--- config.mk ---
export PLATFORM = sky130hd
export DESIGN_NAME = sha256_stream_hash
export DESIGN_NICKNAME = d
export VERILOG_FILES = /design/src/rtl/core/sha_pkg.sv /design/src/rtl/core/sha_datapath.sv /design/src/rtl/core/sha_control.sv /design/src/rtl/core/sha256_stream_hash.sv
export SDC_FILE = /design/constraint.sdc
export NUM_CORES = 2
export LEC_CHECK = 0
export ABC_AREA = 1
export BUFFER_PORTS_ARGS = -buffer_cell sky130_fd_sc_hd__buf_4
export CAP_MARGIN = 10
export CORE_UTILIZATION = 40
export DETAILED_ROUTE_END_ITERATION = 7
export HOLD_SLACK_MARGIN = 0.03
export PLACE_DENSITY_LB_ADDON = 0.2
export SETUP_SLACK_MARGIN = 0.1
export SYNTH_ARGS = -nofsm -noshare
export SYNTH_HDL_FRONTEND = slang
export SYNTH_SLANG_ARGS = --single-unit
export TNS_END_PERCENT = 10
--- constraint.sdc ---
create_clock -name clock -period 29.2 [get_ports clock]
set_input_delay 5.84 -clock clock [delete_from_list [all_inputs] [get_ports clock]]
set_output_delay 5.84 -clock clock [all_outputs]
set_load 0.05 [all_outputs]
--- src/rtl/core/sha_pkg.sv ---
// Shared types, constants and functions of the streaming SHA-256 block.
package sha_pkg;
   localparam int HashWords = 8;
   localparam int BlockWords = 16;
   localparam int Rounds = 64;
   localparam int SchedRounds = 48;
   localparam int PadLimit = 55;

   typedef struct packed {
      logic [7:0] data_byte;
      logic       byte_present;
      logic       start_of_message;
      logic       end_of_message;
   } req_type;

   typedef struct packed {
      logic [31:0] digest_word;
      logic [2:0]  word_index;
      logic        last_word;
   } rsp_type;

   // controller to datapath commands
   typedef struct packed {
      logic clear;       // reload initial hash, clear block and counters
      logic put_byte;    // write byte into block, count it
      logic put_pad;     // write 0x80 pad byte
      logic clear_block; // zero block words and fill
      logic put_length;  // write bit length into last two words
      logic load_vars;   // copy hash into working variables
      logic do_round;    // run one round
      logic add_hash;    // fold working variables into hash
      logic shift_out;   // rotate hash words for output
   } cmd_type;

   typedef struct packed {
      logic       block_full; // 64 bytes collected
      logic       pad_over;   // fill after pad exceeds limit
      logic       last_round;
   } sts_type;

   localparam logic [31:0] HashInit [HashWords] = '{
      32'h6a09e667, 32'hbb67ae85, 32'h3c6ef372, 32'ha54ff53a,
      32'h510e527f, 32'h9b05688c, 32'h1f83d9ab, 32'h5be0cd19};

   function automatic logic [31:0] round_k(input logic [5:0] r);
      logic [31:0] k [Rounds];
      k = '{
         32'h428a2f98, 32'h71374491, 32'hb5c0fbcf, 32'he9b5dba5, 32'h3956c25b, 32'h59f111f1,
         32'h923f82a4, 32'hab1c5ed5, 32'hd807aa98, 32'h12835b01, 32'h243185be, 32'h550c7dc3,
         32'h72be5d74, 32'h80deb1fe, 32'h9bdc06a7, 32'hc19bf174, 32'he49b69c1, 32'hefbe4786,
         32'h0fc19dc6, 32'h240ca1cc, 32'h2de92c6f, 32'h4a7484aa, 32'h5cb0a9dc, 32'h76f988da,
         32'h983e5152, 32'ha831c66d, 32'hb00327c8, 32'hbf597fc7, 32'hc6e00bf3, 32'hd5a79147,
         32'h06ca6351, 32'h14292967, 32'h27b70a85, 32'h2e1b2138, 32'h4d2c6dfc, 32'h53380d13,
         32'h650a7354, 32'h766a0abb, 32'h81c2c92e, 32'h92722c85, 32'ha2bfe8a1, 32'ha81a664b,
         32'hc24b8b70, 32'hc76c51a3, 32'hd192e819, 32'hd6990624, 32'hf40e3585, 32'h106aa070,
         32'h19a4c116, 32'h1e376c08, 32'h2748774c, 32'h34b0bcb5, 32'h391c0cb3, 32'h4ed8aa4a,
         32'h5b9cca4f, 32'h682e6ff3, 32'h748f82ee, 32'h78a5636f, 32'h84c87814, 32'h8cc70208,
         32'h90befffa, 32'ha4506ceb, 32'hbef9a3f7, 32'hc67178f2};
      return k[r];
   endfunction

   function automatic logic [31:0] rotr(input logic [31:0] x, input int n);
      return (x >> n) | (x << (32 - n));
   endfunction
endpackage

--- src/rtl/core/sha_datapath.sv ---
// Block buffer, message schedule, round logic and hash registers.
module sha_datapath (
   input  logic             clock,
   input  sha_pkg::cmd_type cmd,
   input  logic [7:0]       data_byte,
   output sha_pkg::sts_type sts,
   output logic [31:0]      hash_head
);
   import sha_pkg::*;

   logic [31:0] hash_ff [HashWords];
   logic [31:0] blk_ff [BlockWords];
   logic [31:0] v_ff [HashWords];
   logic [6:0]  fill_ff;
   logic [31:0] total_ff;
   logic [5:0]  round_ff;

   logic [5:0]  pos;
   logic [31:0] w, x1, x14, x9, g0, g1, sched, s0, s1, ch, maj, t1, t2;
   logic [7:0]  wbyte;
   logic [31:0] bmask;

   assign pos   = fill_ff[5:0];
   assign wbyte = cmd.put_pad ? 8'h80 : data_byte;
   assign bmask = {24'd0, wbyte} << (5'd8 * (5'd3 - {3'd0, pos[1:0]}));

   assign w   = blk_ff[0];
   assign x1  = blk_ff[1];
   assign x9  = blk_ff[9];
   assign x14 = blk_ff[14];
   assign g0  = rotr(x1, 7) ^ rotr(x1, 18) ^ (x1 >> 3);
   assign g1  = rotr(x14, 17) ^ rotr(x14, 19) ^ (x14 >> 10);
   assign sched = w + g0 + x9 + g1;
   assign s0  = rotr(v_ff[0], 2) ^ rotr(v_ff[0], 13) ^ rotr(v_ff[0], 22);
   assign maj = (v_ff[0] & v_ff[1]) ^ (v_ff[0] & v_ff[2]) ^ (v_ff[1] & v_ff[2]);
   assign s1  = rotr(v_ff[4], 6) ^ rotr(v_ff[4], 11) ^ rotr(v_ff[4], 25);
   assign ch  = (v_ff[4] & v_ff[5]) ^ (~v_ff[4] & v_ff[6]);
   assign t2  = s0 + maj;
   assign t1  = v_ff[7] + s1 + ch + round_k(round_ff) + w;

   assign sts.block_full = fill_ff[6];
   assign sts.pad_over   = pos > 6'(PadLimit);
   assign sts.last_round = round_ff == 6'(Rounds - 1);
   assign hash_head      = hash_ff[0];

   // window is kept rotated: blk_ff[0] is always w[r]
   always_ff @(posedge clock) begin
      if (cmd.clear) begin
         for (int i = 0; i < HashWords; i++) hash_ff[i] <= HashInit[i];
         for (int i = 0; i < BlockWords; i++) blk_ff[i] <= '0;
         fill_ff  <= '0;
         total_ff <= '0;
      end else if (cmd.clear_block) begin
         for (int i = 0; i < BlockWords; i++) blk_ff[i] <= '0;
         fill_ff <= '0;
      end else if (cmd.put_byte || cmd.put_pad) begin
         blk_ff[pos[5:2]] <= blk_ff[pos[5:2]] | bmask;
         if (cmd.put_byte) begin
            fill_ff  <= fill_ff + 7'd1;
            total_ff <= total_ff + 32'd1;
         end
      end else if (cmd.put_length) begin
         blk_ff[14] <= {29'd0, total_ff[31:29]};
         blk_ff[15] <= {total_ff[28:0], 3'd0};
      end else if (cmd.load_vars) begin
         for (int i = 0; i < HashWords; i++) v_ff[i] <= hash_ff[i];
         round_ff <= '0;
      end else if (cmd.do_round) begin
         for (int i = 0; i < BlockWords - 1; i++) blk_ff[i] <= blk_ff[i + 1];
         blk_ff[BlockWords - 1] <= (round_ff < 6'(SchedRounds)) ? sched : w;
         for (int i = 1; i < HashWords; i++) v_ff[i] <= v_ff[i - 1];
         v_ff[4]  <= v_ff[3] + t1;
         v_ff[0]  <= t1 + t2;
         round_ff <= round_ff + 6'd1;
      end else if (cmd.add_hash) begin
         for (int i = 0; i < HashWords; i++) hash_ff[i] <= hash_ff[i] + v_ff[i];
      end else if (cmd.shift_out) begin
         for (int i = 0; i < HashWords - 1; i++) hash_ff[i] <= hash_ff[i + 1];
         hash_ff[HashWords - 1] <= hash_ff[0];
      end
   end
endmodule

--- src/rtl/core/sha_control.sv ---
// Sequencer for byte loading, padding, compression and digest output.
module sha_control (
   input  logic             clock,
   input  logic             reset,
   input  logic             req_valid,
   output logic             req_ready,
   input  sha_pkg::req_type req_data,
   output logic             rsp_valid,
   input  logic             rsp_ready,
   output logic [2:0]       rsp_index,
   output sha_pkg::cmd_type cmd,
   input  sha_pkg::sts_type sts
);
   import sha_pkg::*;

   typedef enum logic [3:0] {
      S_INIT, S_IDLE, S_BYTE, S_CHECK, S_LOAD, S_ROUND, S_ADD, S_CLRB,
      S_PAD, S_PADCHK, S_LEN, S_OUT, S_DONE
   } state_type;

   state_type   state_ff, state_in;
   logic        fin_ff, fin_in;   // finishing a message
   logic [1:0]  phase_ff, phase_in; // 0 data block, 1 pad overflow, 2 final block
   logic [2:0]  idx_ff, idx_in;
   logic        byte_ff, byte_in;
   logic        accept;

   assign req_ready = state_ff == S_IDLE;
   assign accept    = req_valid && req_ready;
   assign rsp_valid = state_ff == S_OUT;
   assign rsp_index = idx_ff;

   always_comb begin
      state_in = state_ff;
      fin_in   = fin_ff;
      phase_in = phase_ff;
      idx_in   = idx_ff;
      byte_in  = byte_ff;
      cmd      = '0;
      case (state_ff)
         S_INIT: begin
            cmd.clear = 1'b1;
            state_in  = S_IDLE;
         end
         S_IDLE: if (accept) begin
            cmd.clear = req_data.start_of_message;
            fin_in    = req_data.end_of_message;
            byte_in   = req_data.byte_present;
            state_in  = S_BYTE;
         end
         S_BYTE: begin
            cmd.put_byte = byte_ff;
            state_in     = S_CHECK;
         end
         S_CHECK: begin
            phase_in = 2'd0;
            if (sts.block_full) state_in = S_LOAD;
            else if (fin_ff) state_in = S_PAD;
            else state_in = S_IDLE;
         end
         S_PAD: begin
            cmd.put_pad = 1'b1;
            state_in    = S_PADCHK;
         end
         S_PADCHK: begin
            if (sts.pad_over) begin
               phase_in = 2'd1;
               state_in = S_LOAD;
            end else state_in = S_LEN;
         end
         S_LEN: begin
            cmd.put_length = 1'b1;
            phase_in       = 2'd2;
            state_in       = S_LOAD;
         end
         S_LOAD: begin
            cmd.load_vars = 1'b1;
            state_in      = S_ROUND;
         end
         S_ROUND: begin
            cmd.do_round = 1'b1;
            if (sts.last_round) state_in = S_ADD;
         end
         S_ADD: begin
            cmd.add_hash = 1'b1;
            if (phase_ff == 2'd2) begin
               idx_in   = '0;
               state_in = S_OUT;
            end else state_in = S_CLRB;
         end
         S_CLRB: begin
            cmd.clear_block = 1'b1;
            if (phase_ff == 2'd1) state_in = S_LEN;
            else if (fin_ff) state_in = S_PAD;
            else state_in = S_IDLE;
         end
         S_OUT: if (rsp_ready) begin
            cmd.shift_out = 1'b1;
            idx_in        = idx_ff + 3'd1;
            if (idx_ff == 3'(HashWords - 1)) state_in = S_DONE;
         end
         S_DONE: begin
            cmd.clear = 1'b1;
            state_in  = S_IDLE;
         end
         default: state_in = S_INIT;
      endcase
   end

   always_ff @(posedge clock) begin
      if (reset) begin
         state_ff <= S_INIT;
         fin_ff   <= 1'b0;
         phase_ff <= '0;
         idx_ff   <= '0;
         byte_ff  <= 1'b0;
      end else begin
         state_ff <= state_in;
         fin_ff   <= fin_in;
         phase_ff <= phase_in;
         idx_ff   <= idx_in;
         byte_ff  <= byte_in;
      end
   end
endmodule

--- src/rtl/core/sha256_stream_hash.sv ---
// Top level of the streaming SHA-256 hasher.
// Streaming SHA-256: at most one message byte per req transfer, packed big-endian
// into a 64-byte block. A byte that does not fill the block passes through the byte
// and check states before ready returns; the byte that fills it adds the 64-round
// compression (one round per cycle in the shared round unit) with load, add and
// block clear.
// end_of_message pads, compresses one or two further blocks, then presents the
// eight digest words as rsp transfers, word 0 first, and clears for the next
// message. No req transfer is taken while a digest is being delivered.
// After reset the init state loads the initial hash before the first transfer.
module sha256_stream_hash (
   input  logic             clock,
   input  logic             reset,
   input  logic             req_valid,
   output logic             req_ready,
   input  sha_pkg::req_type req_data,
   output logic             rsp_valid,
   input  logic             rsp_ready,
   output sha_pkg::rsp_type rsp_data
);
   import sha_pkg::*;

   cmd_type     cmd;
   sts_type     sts;
   logic [31:0] hash_head;
   logic [2:0]  idx;

   sha_control u_ctrl (
      .clock, .reset, .req_valid, .req_ready, .req_data,
      .rsp_valid, .rsp_ready, .rsp_index(idx), .cmd, .sts
   );

   // data byte captured at the transfer, written into the block in the next cycle
   logic [7:0] byte_ff;
   always_ff @(posedge clock) begin
      if (req_valid && req_ready) byte_ff <= req_data.data_byte;
   end

   sha_datapath u_dp (
      .clock, .cmd, .data_byte(byte_ff), .sts, .hash_head
   );

   // hash words rotate on each output transfer, so the head is always the word being presented
   assign rsp_data.digest_word = hash_head;
   assign rsp_data.word_index  = idx;
   assign rsp_data.last_word   = idx == 3'(HashWords - 1);
endmodule

==> impl_metrics.env <==
export IMPL_cpMaxStageDelayCell="xnor2_1"
export IMPL_p_clk_frac=0.171
export IMPL_pin_count=53
export IMPL_grt_overflow=0
export IMPL_place_inst=13300
export IMPL_rsz0062_at_grt="false"
export IMPL_critical_path_arrival_ns=10.22
export IMPL_grt_pass1_vias=75100
export IMPL_grtUsageTotal=0.367
export IMPL_clk_pin_slew_worst_paths_ns=0.06
export IMPL_status="finished, final reports clean"
export IMPL_wl_mm=398
export IMPL_slew_violations=0
export IMPL_fp_coreArea_um2=210000
export IMPL_synthFlopType="edfxtp_1"
export IMPL_max_stage_delay_ns=0.61
export IMPL_drc=0
export IMPL_synth_largest_area_cell="edfxtp_1"
export IMPL_final_common_cell="nand2_1"
export IMPL_fillers=21400
export IMPL_setup_tns_ns=0
export IMPL_synth_seq_cells=1092
export IMPL_hold_viol=0
export IMPL_ctsHoldBuffers=0
export IMPL_nets=11300
export IMPL_final_cell_mix="2,349 x nand2_1, 1,424 x inv_1, 1,104 x o21ai_0"
export IMPL_worstSetupEndpointType="register"
export IMPL_cts_tree="built"
export IMPL_critPathTopFamily="adder cells"
export IMPL_worst_setup_path_start_kind="register"
export IMPL_clkLatencyLatePin_ns=0.82
export IMPL_postSynthAreaPerCell_um2=7.80
export IMPL_grt_max_degree=162
export IMPL_max_freq_mhz=103
export IMPL_wl_per_cell_um=29.4
export IMPL_fp_dieH_um=461
export IMPL_post_cts_setup_buffers=0
export IMPL_seqPwrFrac=0.258
export IMPL_min_period_ns=9.71
export IMPL_async_flop_share=0
export IMPL_cts_buffers=135
export IMPL_vdd_ir_drop_max_mv=0.0871
export IMPL_ys_seq_area_frac=0.382
export IMPL_dp_hpwl_mm=312
export IMPL_path_class="reg2reg"
export IMPL_grt_pass1_wl_mm=561
export IMPL_intPower_mw=4.75
export IMPL_cts_sinks=1092
export IMPL_first_iter_violations=10300
export IMPL_layout_drive_gt1_share=0.0445
export IMPL_synth_top_area_share=0.370
export IMPL_die_area_um2=213000
export IMPL_cts_max_path_buffers=3
export IMPL_p_sw_frac=0.517
export IMPL_cts_resized=0
export IMPL_relSlewSlack=0.0606
export IMPL_syn2layout_area_growth_pct=8.25
export IMPL_root_buffer="clkbuf_16"
export IMPL_yosys_cell_types_count=66
export IMPL_die_w_um=461
export IMPL_route_vias_total=80500
export IMPL_fin_crit_sh=0.332
export IMPL_maxCapViolations=0
export IMPL_p_leak_nw=37.7
export IMPL_final_cells=13600
export IMPL_ant_nets=0
export IMPL_yosysWarnings=0
export IMPL_place_congestion=1.04
export IMPL_hold_class="reg2reg"
export IMPL_power_switching_mw=5.09
export IMPL_synth_edf_count=1038
export IMPL_row_count=168
export IMPL_antenna_found_initial=14
export IMPL_netlist_area_um2=84400
export IMPL_synth_area_leaders="edfxtp_1 37%, nand2_1 10%, o21ai_0 6.6%, inv_1 6.4%, ha_1 5.9%"
export IMPL_fin_skew_ns=0.0444
export IMPL_setup_violations=0
export IMPL_critical_path_required_ns=29.71
export IMPL_firstDrtPassIters=8
export IMPL_port_buffers=52
export IMPL_path_max_fanout=57
export IMPL_p_per_area_nw_per_um2=108
export IMPL_syn_instance_count=10800
export IMPL_cts_htree_levels=4
export IMPL_start_util=0.403
export IMPL_worst_pin_slew_ns=1.39
export IMPL_path_buf_inv=9
export IMPL_avgViaCountPerCell=5.94
export IMPL_cp_common_cell="inv_1"
export IMPL_synth_fp_nets=11400
export IMPL_power_frac_comb=0.571
[power by group through the flow]
stage          registers (mW)  logic (mW)  clock network [mW]
2_1_floorplan            2.32        3.64                   0
3_3_place_gp             2.54        5.52                   0
3_5_place_dp             2.54        5.49                   0
4_1_cts                  2.51        5.53                1.69
5_1_grt                  2.55        6.17                1.74
6_report                 2.54        5.62                1.68
[path summary, 6_finish.rpt]
path	from	slack [ns]	end	depth (start not counted)
setup / recovery	u_dp.round_ff[3]	19.49	u_dp.v_ff[0][20]	33
hold / removal	u_ctrl.phase_ff[1]	0.47	u_ctrl.phase_ff[1]	2
hold reg to reg	u_ctrl.phase_ff[1]	0.47	u_ctrl.phase_ff[1]	2
setup reg to reg	u_dp.round_ff[3]	19.49	u_dp.v_ff[0][20]	33
[per-stage QoR]
step	cell area [um2]	total power, mW	util	setup WS [ns]	hold WS [ns]
floorplan	84400	5.97	-	17.09	0.439
global placement	87000	8.06	0.415	19.61	0.451
detailed placement	87100	8.03	0.415	19.65	0.463
CTS	91300	9.73	0.436	19.73	0.471
global route	91300	10.5	0.436	19.24	0.508
finish	91300	9.84	0.436	19.49	0.473
[state kept, by name (all words and copies together), names as in the netlist, named ones only]
signal            cells
u_dp.hash_ff        256
u_dp.total_ff        32
u_dp.blk_ff         512
byte_ff               8
u_ctrl.state_ff       4
u_dp.v_ff           256
u_dp.fill_ff          7
u_ctrl.byte_ff        1
u_ctrl.phase_ff       2
u_ctrl.rsp_index      3
u_dp.round_ff         6
u_ctrl.fin_ff         1
[layout make-up]
cell class / instances / area, um2 / area share
clock buffers: 172 / 3570 / 0.0391
repair buffers: 166 / 1310 / 0.0143
multi-input cells: 7778 / 44400 / 0.487
clock inverters: 68 / 662 / 0.00725
well taps: 2805 / 3510 / 0.0384
flip-flops and latches: 1092 / 32300 / 0.353
inverters: 1472 / 5550 / 0.0608
diodes: 5 / 12.5 / 0.000137
[tightest hold or removal path, cell delays in order, from the launching register on]
cell and delay [ns]:
dfxtp_1 0.31, nand2_1 0.06, a21oi_1 0.06
[cells by family after synthesis]
logic type,count (synthesis),synth area share
and+or+nand+nor,4053,0.200
AOI/OAI and AO/OA,2733,0.179
buffers and inverters,1949,0.0917
DFF,1092,0.382
adders and majority gates,592,0.105
xor gates and xnor gates,377,0.0391
muxes,23,0.00273
[cell usage after synthesis, types with 92 or more instances]
master / number
o21ai_0: 1104
nor2_1: 696
xor2_1: 194
nor3_1: 92
nand3_1: 689
fa_1: 195
a21oi_1: 861
o21ai_1: 104
edfxtp_1: 1038
ha_1: 396
clkbuf_1: 274
xnor2_1: 183
inv_1: 1431
nand2_1: 2353
o22ai_1: 287
[routing by layer]
metal	up-vias	track usage	share of wire
met2	4308	0.520	0.41
li1	36300	-	-
met5	-	0	0.00010
met4	6	0.147	0.045
met3	577	0.0754	0.10
met1	39300	0.540	0.44
Power figures use the tool's default switching activity.
